==> src/hdl/sirs_pkg.sv <==
// Shared types and constants for the signed integer to radix symbol converter.
// Used by the top level and by its port checker; depends on nothing.
`timescale 1ns / 1ps

package sirs_pkg;

  localparam int unsigned MAX_SYMBOLS  = 32;
  localparam int unsigned ALPHA_SLOTS  = 32;
  localparam int unsigned SLOT_W       = $clog2(ALPHA_SLOTS);
  localparam int unsigned VALUE_W      = 32;
  localparam int unsigned SYM_W        = 8;
  localparam int unsigned LEN_W        = 6;
  localparam int unsigned CFG_DATA_W   = 64;
  localparam int unsigned CFG_IDX_W    = 3;
  localparam int unsigned STEP_BITS    = 8;
  localparam int unsigned DIV_STEPS    = VALUE_W / STEP_BITS;
  localparam int unsigned DIV_CNT_W    = $clog2(DIV_STEPS);
  localparam int unsigned SYMS_PER_REG = CFG_DATA_W / SYM_W;

  localparam logic [SYM_W-1:0] SIGN_MINUS = 8'h2D;
  localparam logic [SYM_W-1:0] SIGN_PLUS  = 8'h2B;
  localparam logic [SYM_W-1:0] SYM_NULL   = 8'h00;

  typedef enum logic [CFG_IDX_W-1:0] {
    CFG_LENGTH  = 3'd0,
    CFG_SYM_0   = 3'd1,
    CFG_SYM_8   = 3'd2,
    CFG_SYM_16  = 3'd3,
    CFG_SYM_24  = 3'd4
  } cfg_idx_e;

  typedef enum logic [1:0] {
    ST_IDLE,
    ST_CHECK,
    ST_DIVIDE,
    ST_EMIT
  } state_e;

endpackage

==> src/hdl/signed_int_to_radix_symbols.sv <==
// Signed 32-bit integer to radix symbol converter: one shared divide-step unit under a sequencer.
// The first item after reset or any configuration write first waits while the alphabet is checked.
// Each digit takes a full 32-bit pass of the 8-bit-per-cycle divide unit; up to 32 digits.
// Symbols leave one per cycle unless stalled, via the output register, a sign first if negative.
// Input is stalled until the last symbol is loaded into the output register.
// Reset (asynchronous, active low) clears control and alphabet registers; no symbols until set.
`timescale 1ns / 1ps

module signed_int_to_radix_symbols
  import sirs_pkg::*;
(
  input  logic                     clk_i,
  input  logic                     rst_ni,
  input  logic                     cfg_we_i,
  input  logic [CFG_IDX_W-1:0]     cfg_idx_i,
  input  logic [CFG_DATA_W-1:0]    cfg_data_i,
  input  logic                     in_valid_i,
  output logic                     in_stall_o,
  input  logic signed [VALUE_W-1:0] value_i,
  output logic                     out_valid_o,
  input  logic                     out_stall_i,
  output logic [SYM_W-1:0]         symbol_o,
  output logic                     last_o
);

  localparam logic [SLOT_W-1:0] LAST_ROT = SLOT_W'(ALPHA_SLOTS - 1);

  state_e                 state_q, state_d;
  logic [LEN_W-1:0]       len_q;
  logic [SYM_W-1:0]       alph_q [ALPHA_SLOTS];
  logic [SYM_W-1:0]       rot_q [ALPHA_SLOTS];
  logic [SYM_W-1:0]       rot_d [ALPHA_SLOTS];
  logic [ALPHA_SLOTS-1:0] rmask_q, rmask_d;
  logic [ALPHA_SLOTS-1:0] lane_in;
  logic [SLOT_W-1:0]      chk_cnt_q, chk_cnt_d;
  logic                   chk_done_q, chk_done_d;
  logic                   chk_ok_q, chk_ok_d;
  logic                   neg_q, neg_d;
  logic                   sign_pend_q, sign_pend_d;
  logic [VALUE_W-1:0]     mag_q, mag_d;
  logic [SLOT_W-1:0]      rem_q, rem_d;
  logic [DIV_CNT_W-1:0]   div_cnt_q, div_cnt_d;
  logic [SLOT_W-1:0]      dig_q [ALPHA_SLOTS];
  logic [SLOT_W-1:0]      dig_d [ALPHA_SLOTS];
  logic [LEN_W-1:0]       nd_q, nd_d;
  logic [LEN_W-1:0]       em_q, em_d;
  logic [SLOT_W-1:0]      em_idx;
  logic                   out_valid_q, out_valid_d;
  logic [SYM_W-1:0]       symbol_q, symbol_d;
  logic                   last_q, last_d;
  logic [SLOT_W-1:0]      div_rem;
  logic [STEP_BITS-1:0]   div_quo;
  logic                   len_ok;
  logic                   lanes_ok;
  logic                   dup_hit;
  logic [VALUE_W-1:0]     raw;

  // Divide step: eight restoring steps of a narrow remainder against the radix.
  always_comb begin
    logic [SLOT_W:0]   t;
    logic [SLOT_W-1:0] r;
    r = rem_q;
    div_quo = '0;
    for (int b = 0; b < STEP_BITS; b++) begin
      t = {r, mag_q[VALUE_W-1-b]};
      if (t >= (SLOT_W+1)'(len_q)) begin
        r = SLOT_W'(t - (SLOT_W+1)'(len_q));
        div_quo[STEP_BITS-1-b] = 1'b1;
      end else begin
        r = t[SLOT_W-1:0];
      end
    end
    div_rem = r;
  end

  always_comb begin
    len_ok = (len_q >= LEN_W'(2)) && (len_q <= LEN_W'(MAX_SYMBOLS));
    lanes_ok = 1'b1;
    dup_hit = 1'b0;
    for (int j = 0; j < ALPHA_SLOTS; j++) begin
      lane_in[j] = (LEN_W'(j) < len_q);
      if (lane_in[j] && (alph_q[j] == SYM_NULL || alph_q[j] == SIGN_MINUS ||
                         alph_q[j] == SIGN_PLUS)) begin
        lanes_ok = 1'b0;
      end
      if (lane_in[j] && rmask_q[j] && (alph_q[j] == rot_q[j])) begin
        dup_hit = 1'b1;
      end
    end
  end

  assign raw    = VALUE_W'(value_i);
  assign em_idx = SLOT_W'(em_q - LEN_W'(1));

  always_comb begin
    state_d     = state_q;
    rot_d       = rot_q;
    rmask_d     = rmask_q;
    chk_cnt_d   = chk_cnt_q;
    chk_done_d  = chk_done_q;
    chk_ok_d    = chk_ok_q;
    neg_d       = neg_q;
    sign_pend_d = sign_pend_q;
    mag_d       = mag_q;
    rem_d       = rem_q;
    div_cnt_d   = div_cnt_q;
    dig_d       = dig_q;
    nd_d        = nd_q;
    em_d        = em_q;
    out_valid_d = out_valid_q;
    symbol_d    = symbol_q;
    last_d      = last_q;

    if (!out_stall_i) begin
      out_valid_d = 1'b0;
    end

    case (state_q)
      ST_IDLE: begin
        if (in_valid_i) begin
          neg_d     = raw[VALUE_W-1];
          mag_d     = raw[VALUE_W-1] ? (VALUE_W'(0) - raw) : raw;
          rem_d     = '0;
          div_cnt_d = '0;
          nd_d      = '0;
          if (chk_done_q) begin
            state_d = chk_ok_q ? ST_DIVIDE : ST_IDLE;
          end else begin
            for (int j = 0; j < ALPHA_SLOTS; j++) begin
              rot_d[j]   = alph_q[(j + 1) % ALPHA_SLOTS];
              rmask_d[j] = lane_in[(j + 1) % ALPHA_SLOTS];
            end
            chk_cnt_d = SLOT_W'(1);
            chk_ok_d  = len_ok && lanes_ok;
            state_d   = ST_CHECK;
          end
        end
      end
      ST_CHECK: begin
        for (int j = 0; j < ALPHA_SLOTS; j++) begin
          rot_d[j]   = rot_q[(j + 1) % ALPHA_SLOTS];
          rmask_d[j] = rmask_q[(j + 1) % ALPHA_SLOTS];
        end
        if (dup_hit) begin
          chk_ok_d = 1'b0;
        end
        chk_cnt_d = chk_cnt_q + SLOT_W'(1);
        if (chk_cnt_q == LAST_ROT) begin
          chk_done_d = 1'b1;
          state_d    = chk_ok_d ? ST_DIVIDE : ST_IDLE;
        end
      end
      ST_DIVIDE: begin
        mag_d     = {mag_q[VALUE_W-STEP_BITS-1:0], div_quo};
        rem_d     = div_rem;
        div_cnt_d = div_cnt_q + DIV_CNT_W'(1);
        if (div_cnt_q == DIV_CNT_W'(DIV_STEPS - 1)) begin
          dig_d[nd_q[SLOT_W-1:0]] = div_rem;
          nd_d  = nd_q + LEN_W'(1);
          rem_d = '0;
          if (mag_d == '0 || nd_d == LEN_W'(ALPHA_SLOTS)) begin
            em_d        = nd_d;
            sign_pend_d = neg_q;
            state_d     = ST_EMIT;
          end
        end
      end
      ST_EMIT: begin
        if (!out_valid_q || !out_stall_i) begin
          out_valid_d = 1'b1;
          if (sign_pend_q) begin
            symbol_d    = SIGN_MINUS;
            last_d      = 1'b0;
            sign_pend_d = 1'b0;
          end else begin
            symbol_d = alph_q[dig_q[em_idx]];
            last_d   = (em_q == LEN_W'(1));
            em_d     = em_q - LEN_W'(1);
            if (em_q == LEN_W'(1)) begin
              state_d = ST_IDLE;
            end
          end
        end
      end
      default: begin
        state_d = ST_IDLE;
      end
    endcase

    // A new alphabet or length must be checked again before the next item.
    if (cfg_we_i) begin
      chk_done_d = 1'b0;
    end
  end

  always_ff @(posedge clk_i or negedge rst_ni) begin
    if (!rst_ni) begin
      state_q     <= ST_IDLE;
      len_q       <= '0;
      chk_done_q  <= 1'b0;
      chk_ok_q    <= 1'b0;
      out_valid_q <= 1'b0;
      for (int j = 0; j < ALPHA_SLOTS; j++) begin
        alph_q[j] <= '0;
      end
    end else begin
      state_q     <= state_d;
      chk_done_q  <= chk_done_d;
      chk_ok_q    <= chk_ok_d;
      out_valid_q <= out_valid_d;
      if (cfg_we_i) begin
        case (cfg_idx_i)
          CFG_LENGTH: begin
            len_q <= cfg_data_i[LEN_W-1:0];
          end
          CFG_SYM_0: begin
            for (int k = 0; k < SYMS_PER_REG; k++) alph_q[k] <= cfg_data_i[SYM_W*k +: SYM_W];
          end
          CFG_SYM_8: begin
            for (int k = 0; k < SYMS_PER_REG; k++) begin
              alph_q[SYMS_PER_REG + k] <= cfg_data_i[SYM_W*k +: SYM_W];
            end
          end
          CFG_SYM_16: begin
            for (int k = 0; k < SYMS_PER_REG; k++) begin
              alph_q[2*SYMS_PER_REG + k] <= cfg_data_i[SYM_W*k +: SYM_W];
            end
          end
          CFG_SYM_24: begin
            for (int k = 0; k < SYMS_PER_REG; k++) begin
              alph_q[3*SYMS_PER_REG + k] <= cfg_data_i[SYM_W*k +: SYM_W];
            end
          end
          default: begin
          end
        endcase
      end
    end
  end

  always_ff @(posedge clk_i) begin
    rot_q       <= rot_d;
    rmask_q     <= rmask_d;
    chk_cnt_q   <= chk_cnt_d;
    neg_q       <= neg_d;
    sign_pend_q <= sign_pend_d;
    mag_q       <= mag_d;
    rem_q       <= rem_d;
    div_cnt_q   <= div_cnt_d;
    dig_q       <= dig_d;
    nd_q        <= nd_d;
    em_q        <= em_d;
    symbol_q    <= symbol_d;
    last_q      <= last_d;
  end

  assign in_stall_o  = (state_q != ST_IDLE);
  assign out_valid_o = out_valid_q;
  assign symbol_o    = symbol_q;
  assign last_o      = last_q;

endmodule

==> config.mk <==
export PLATFORM = sky130hd
export DESIGN_NAME = signed_int_to_radix_symbols
export DESIGN_NICKNAME = d
export VERILOG_FILES = /design/src/hdl/sirs_pkg.sv /design/src/hdl/signed_int_to_radix_symbols.sv
export SDC_FILE = /design/constraint.sdc
export NUM_CORES = 2
export LEC_CHECK = 0
export BUFFER_PORTS_ARGS = -buffer_cell sky130_fd_sc_hd__buf_4
export CAP_MARGIN = 30
export CORE_MARGIN = 10
export CORE_UTILIZATION = 57
export CTS_CLUSTER_DIAMETER = 60
export DETAILED_ROUTE_END_ITERATION = 10
export GPL_ROUTABILITY_DRIVEN = 1
export PLACE_DENSITY = 0.85
export SLEW_MARGIN = 20
export SYNTH_ARGS = -nofsm -noshare
export SYNTH_HDL_FRONTEND = slang
export SYNTH_SLANG_ARGS = --single-unit
==> constraint.sdc <==
create_clock -name clk_i -period 14.2 [get_ports clk_i]
set_input_delay 0 -clock clk_i [delete_from_list [all_inputs] [get_ports clk_i]]
set_output_delay 0 -clock clk_i [all_outputs]
set_load 0.03 [all_outputs]
After elaboration in Yosys (flattened, before gate mapping)
Cells that the tools add are included.
Word-level totals
  flip-flop bits (word level): 782
  latch bits: 0
  bits in writable memories: 0
  memory bits (read-only): 0
  bits of input ports: 104
  output and inout bits: 11
  logic and storage cells: 652
  memories: 0
Cells by class
  $add $sub $neg: 13
  $mul: 0
  divide/modulo/power cells: 0
  magnitude comparators: 46
  eq/ne operators: 115
  shift operators: 0
  muxes and demuxes: 140
  bitwise operators: 3
  reductions and logical operators: 223
Operators with widths (number)
  8-bit by 6-bit equality test with 1-bit output (second input constant): 64
  256-bit 2-to-1 mux: 2
  256-bit one-hot mux with 2 select lines: 1
  8-bit equality test: 32
  8-bit zero test: 32
  160-bit bitwise mux: 1
  32-bit 2-to-1 mux: 4
  32-bit one-hot mux with 2 select lines: 2
  1-bit logical AND: 99
  5-bit by 6-bit less-than comparator with 1-bit output (first input constant): 16
  1-bit 2-to-1 mux: 85
  5-bit 2-to-1 mux: 15
  1-bit logical OR: 66
  6-bit >= comparator: 8
  4-bit by 6-bit less-than comparator with 1-bit output (first input constant): 8
  8-bit binary-select mux with 5-bit select: 1
  5-bit subtractor: 8
  6-bit 2-to-1 mux: 6
  32-bit zero test: 1
  1-bit by 32-bit subtractor with 32-bit output (first input constant): 1
  5-bit binary-select mux with 5-bit select: 1
  5-bit demux with 5-bit select: 1
  3-bit by 6-bit less-than comparator with 1-bit output (first input constant): 4
  6-bit one-hot mux with 2 select lines: 2
  other kinds (35): 80

Depth between registers and ports, before layout
  depth after elaboration: 40
  depth in mapped cells: 68
  gate-level depth less buffers: 66

Worst setup path after synthesis
No wires, ideal clock.
  path type: register -> register
  start: register len_q[1]
  end: register rem_q[0], data pin
  setup time: 0.160 ns
  arrival: 14.054 ns
  data required time: 14.040 ns
  path slack: -0.015 ns
  stages on the path, launching flop included: 61
  period minus slack after synthesis: 14.215 ns
  path through: dfrtp_1 clkbuf_1 inv_1 fa_1 a21oi_1 o211ai_1 a21oi_1 o21ba_2 clkbuf_1 mux2_2 ha_1 nor2b_1 o21ai_0 a31oi_1 o21a_1 or2_2 clkbuf_1 mux2i_1 [... 25 more ...] nand2_1 a21oi_1 mux2_2 fa_1 nor2b_1 o21ai_0 nand3b_1 a21o_1 a21o_1 clkbuf_1 a21oi_1 fa_1 a21o_1 a21oi_1 o21ai_0 a21oi_1 mux2i_1 nor3b_1
Between the ends
  word-level cells in the longest chain between the ends: 18
RTL lines
  start: declaration: line signed_int_to_radix_symbols.sv:29  | logic [LEN_W-1:0] len_q;
  start signal: assignment: line signed_int_to_radix_symbols.sv:214  | len_q <= cfg_data_i[LEN_W-1:0];
  5-bit subtractor or 6-bit >= comparator (tied branches): line signed_int_to_radix_symbols.sv:67, signed_int_to_radix_symbols.sv:66
  5-bit 2-to-1 mux: line signed_int_to_radix_symbols.sv:66  | if (t >= (SLOT_W+1)'(len_q)) begin
  5-bit subtractor or 6-bit >= comparator (tied branches): line signed_int_to_radix_symbols.sv:67, signed_int_to_radix_symbols.sv:66
  5-bit 2-to-1 mux: line signed_int_to_radix_symbols.sv:66
  5-bit subtractor or 6-bit >= comparator (tied branches): line signed_int_to_radix_symbols.sv:67, signed_int_to_radix_symbols.sv:66
  5-bit 2-to-1 mux: line signed_int_to_radix_symbols.sv:66
  5-bit subtractor or 6-bit >= comparator (tied branches): line signed_int_to_radix_symbols.sv:67, signed_int_to_radix_symbols.sv:66
  5-bit 2-to-1 mux: line signed_int_to_radix_symbols.sv:66
  [... 3 more ...]
  5-bit 2-to-1 mux: line signed_int_to_radix_symbols.sv:66
  5-bit subtractor or 6-bit >= comparator (tied branches): line signed_int_to_radix_symbols.sv:67, signed_int_to_radix_symbols.sv:66
  5-bit 2-to-1 mux: line signed_int_to_radix_symbols.sv:66
  6-bit >= comparator (*): line signed_int_to_radix_symbols.sv:66
  5-bit 2-to-1 mux (*): line signed_int_to_radix_symbols.sv:66
  named net div_rem[0]: line signed_int_to_radix_symbols.sv:51  | logic [SLOT_W-1:0] div_rem;
  5-bit 2-to-1 mux (*): line signed_int_to_radix_symbols.sv:157  | if (div_cnt_q == DIV_CNT_W'(DIV_STEPS - 1)) begin
  5-bit one-hot mux with 2 select lines (*): line signed_int_to_radix_symbols.sv:118  | case (state_q)
  end signal: assignment: line signed_int_to_radix_symbols.sv:248  | rem_q <= rem_d;
  end: declaration: line signed_int_to_radix_symbols.sv:41  | logic [SLOT_W-1:0] rem_q, rem_d;
The timed path passes the listed nets; every way through them passes the cells marked *.
A chain may end at the register's enable or synchronous reset.

Worst setup path after layout
  start: register mag_q[31]
  end: register dig_q[133] in the netlist's numbering, data pin
Between the ends
  word-level cells in the longest chain between the ends: 17
RTL lines
  start: declaration: line signed_int_to_radix_symbols.sv:40  | logic [VALUE_W-1:0] mag_q, mag_d;
  start signal: assignment: line signed_int_to_radix_symbols.sv:247  | mag_q <= mag_d;
  5-bit subtractor or 6-bit >= comparator (tied branches): line signed_int_to_radix_symbols.sv:67, signed_int_to_radix_symbols.sv:66
  5-bit 2-to-1 mux (*): line signed_int_to_radix_symbols.sv:66
  5-bit subtractor or 6-bit >= comparator (tied branches): line signed_int_to_radix_symbols.sv:67, signed_int_to_radix_symbols.sv:66
  5-bit 2-to-1 mux (*): line signed_int_to_radix_symbols.sv:66
  5-bit subtractor or 6-bit >= comparator (tied branches): line signed_int_to_radix_symbols.sv:67, signed_int_to_radix_symbols.sv:66
  5-bit 2-to-1 mux (*): line signed_int_to_radix_symbols.sv:66
  5-bit subtractor or 6-bit >= comparator (tied branches): line signed_int_to_radix_symbols.sv:67, signed_int_to_radix_symbols.sv:66
  5-bit 2-to-1 mux (*): line signed_int_to_radix_symbols.sv:66
  [... 2 more ...]
  6-bit >= comparator or 5-bit subtractor (tied branches): line signed_int_to_radix_symbols.sv:66, signed_int_to_radix_symbols.sv:67
  5-bit 2-to-1 mux (*): line signed_int_to_radix_symbols.sv:66
  5-bit subtractor or 6-bit >= comparator (tied branches): line signed_int_to_radix_symbols.sv:67, signed_int_to_radix_symbols.sv:66
  5-bit 2-to-1 mux (*): line signed_int_to_radix_symbols.sv:66
  5-bit subtractor or 6-bit >= comparator (tied branches): line signed_int_to_radix_symbols.sv:67, signed_int_to_radix_symbols.sv:66
  5-bit 2-to-1 mux (*): line signed_int_to_radix_symbols.sv:66
  named net div_rem[3]: line signed_int_to_radix_symbols.sv:51
  160-bit bitwise mux (*): line signed_int_to_radix_symbols.sv:158  | dig_d[nd_q[SLOT_W-1:0]] = div_rem;
  end signal: assignment: line signed_int_to_radix_symbols.sv:250  | dig_q <= dig_d;
  end: declaration: line signed_int_to_radix_symbols.sv:43  | logic [SLOT_W-1:0] dig_q [ALPHA_SLOTS];
Marked as above.

==> impl_metrics.toml <==
[route]
final_antenna_net_count = 0
drt-total-wl_um = 151000
firstDrtPassIters = 6
dr.first_iter.drc_count = 5474
via_count = 33200
drcViolationCount = 0
avgViaCountPerCell = 6.68
wl_per_cell_um = 30.3

[setup_path]
arrival_ns = 13.61
cp_slowest_stage_delay_ns = 0.40
slowest_stage = "fa_1"
path_common_cell = "ha_1"
endpoint_kind = "flip-flop"
cp-start-kind = "flip-flop"
cp_top_family = "compound AO/OA/AOI/OAI gates"
path_max_fanout = 32
worst-path-buf-inv = 5
required_ns = 14.56
criticalPathCategory = "flip-flop to flip-flop"

[clocking]
cts_tree = "yes"
cts.path.max_buffers = 3
cts_num_sinks = 782
clk_pin_slew_ns = 0.06
cts-root-buf = "clkbuf_16"
htreeDepth = 3
cts_buffers = 83
worst_skew_pair.late_latency_ns = 0.69

[floorplan]
initial_core_util = 0.575
die_x_um = 289
die_area_mm2 = 0.0834
io_pins = 115
rows = 98
core_area_mm2 = 0.0716
die_y_um = 289

[timing]
whs_ns = 0.0578
slew_viol_final = 0
skew_ns = 0.0508
finalCriticalPeriod_ns = 13.24
max_freq_mhz = 75.5
worst_slew_pin_slew_ns = 1.10
relSlewSlack = 0.259
rsz0062_at_grt = "false"
hold_viol = 0
setup_viol = 0
min_period_over_period = 0.933

[placed_design]
gp_congestion = 1.08
io_buffers = 114
dp_cells = 4676
dpl.hpwl_um = 104000

[synthesis]
yosys.area_share.simple = 0.159
ys_top_cells_by_area = "edfxtp_1 (38%), dfrtp_1 (16%), nand2_1 (8.8%)"
synthMuxAreaShare = 0.124
ys.flop_type = "edfxtp_1"
synth_xor_area_frac = 0.0731
yosys_warnings = 0
ys_seq_area_frac = 0.537
async_flop_share = 0.341
synth.avg_cell_area_um2 = 11.1
synth.largest_area_cell = "edfxtp_1"
ys_types = 89
synth_edf_count = 515
synth_compound_area_frac = 0.0607
syn_nets = 3894
synth_fa_ha_area_frac = 0.0215
syn_inst = 3724
synthDominantCellAreaShare = 0.375
synth_top_family_by_area = "simple AND/OR/NAND/NOR gates"
synth_area_mm2 = 0.0412
synth_seq_cells = 782

[global_routing]
grt_max_degree = 180
grt_pass1_vias = 31500
grt_antenna_before_repair = 17
track_usage = 0.356
grt_pass1_wl_um = 217000
grt-ovfl-total = 0

[job]
max-cap-violations = 0

[layout]
drive_gt1_frac = 0.170
nets = 4100
area_delta_synth_final_pct = 14.7
instances_no_fill = 4970

[worst_hold_path]
worst_hold_path_type = "primary input to flip-flop"

[run_status]
status = "complete, no violations"
==> placed cells by master, fill, tap and decap left out, drive strengths merged, types with 85 or more instances in the layout <==
cell and n:
xnor2 194, clkbuf 116, dlygate4sd3 111, xor2 147
mux2i 85, nor2 140, edfxtp 515, buf 182
dfrtp 267, o21ai 128, mux2 281, nand2 963
==> repair_timing <==
item	in CTS	in global routing
endpoints found under the setup margin	11	175
pin swaps	0	0
hold buffers	112	0
resized for setup	3	26
cloned	0	0
buffers inserted	0	1
endpoints found under the hold margin	385	0
==> final timing paths <==
kind | from | endpoint | slack (ns) | cells past startpoint
min | cfg_idx_i[2] | len_q[5] | 0.06 | 6
min reg2reg | neg_q | sign_pend_q | 0.55 | 1
max reg2reg | mag_q[31] | dig_q[133] | 0.96 | 61
max in group asynchronous | rst_ni | alph_q[30] | 11.97 | 5
min in group asynchronous | rst_ni | alph_q[119] | 0.34 | 3
max | mag_q[31] | dig_q[133] | 0.96 | 61
==> metrics by stage <==
stage,utilization,TNS (ns),instance area (um2),setup slack [ns]
2_1_floorplan,-,0,41200,0.0400
3_3_place_gp,0.601,-1.31,43000,-0.129
3_5_place_dp,0.601,-0.0943,43100,-0.0526
4_1_cts,0.656,0,47000,0.0264
5_1_grt,0.659,0,47200,0.0296
6_report,0.660,0,47200,0.956
==> per-layer routing <==
metal  share of wire  wire length, um  track usage
met2            0.45            67300        0.545
met1            0.34            51500        0.442
met4           0.082            12400        0.244
met3            0.13            19600       0.0925
met5         0.00052               78            0
==> tightest hold or removal path: stages <==
cell,delay (ns)
buf_4,0.11
nor2b_1,0.09
nor3b_1,0.16
buf_4,0.17
nand2_1,0.06
o21ai_0,0.07
==> state kept, by name, indices dropped and copies added (netlist names), 2 cells and up <==
name and count:
len_q 6, em_q 6, nd_q 6, div_cnt_q 2, dig_q 160, state_q 2
rot_q 256, rem_q 5, mag_q 32, alph_q 256, rmask_q 32, symbol_o 8
chk_cnt_q 5
==> layout make-up <==
| cell class | instances | area, um2 |
|---|---|---|
| clock buffers | 116 | 2270 |
| flip-flops and latches | 782 | 22100 |
| inverters | 68 | 255 |
| fillers | 5206 | 24400 |
| multi-input cells | 2702 | 18200 |
| diodes | 21 | 52.6 |
| repair buffers | 293 | 2630 |
| clock inverters | 38 | 469 |
| well taps | 950 | 1190 |
==> cell usage after synthesis, types with 42 or more instances <==
cell type,number
nand4_1,65
edfxtp_1,515
nor4_1,61
dfrtp_1,267
nand2_1,962
o21ai_0,125
mux2i_1,85
clkbuf_1,126
mux2_2,281
nor2_1,139
xor2_1,145
mux4_2,42
xnor2_1,194
nor3_1,55
nand3_1,78
ha_1,58
inv_1,67
a21oi_1,79
==> cell families after synthesis <==
group	count (synthesis)
simple gates	1494
flops	782
mux	413
compound gates	388
xor+xnor	341
buf+inv	240
fa+ha+maj	66
Power is not shown: default switching activity piles up to over one toggle a cycle in this logic, so the estimate is an artifact.
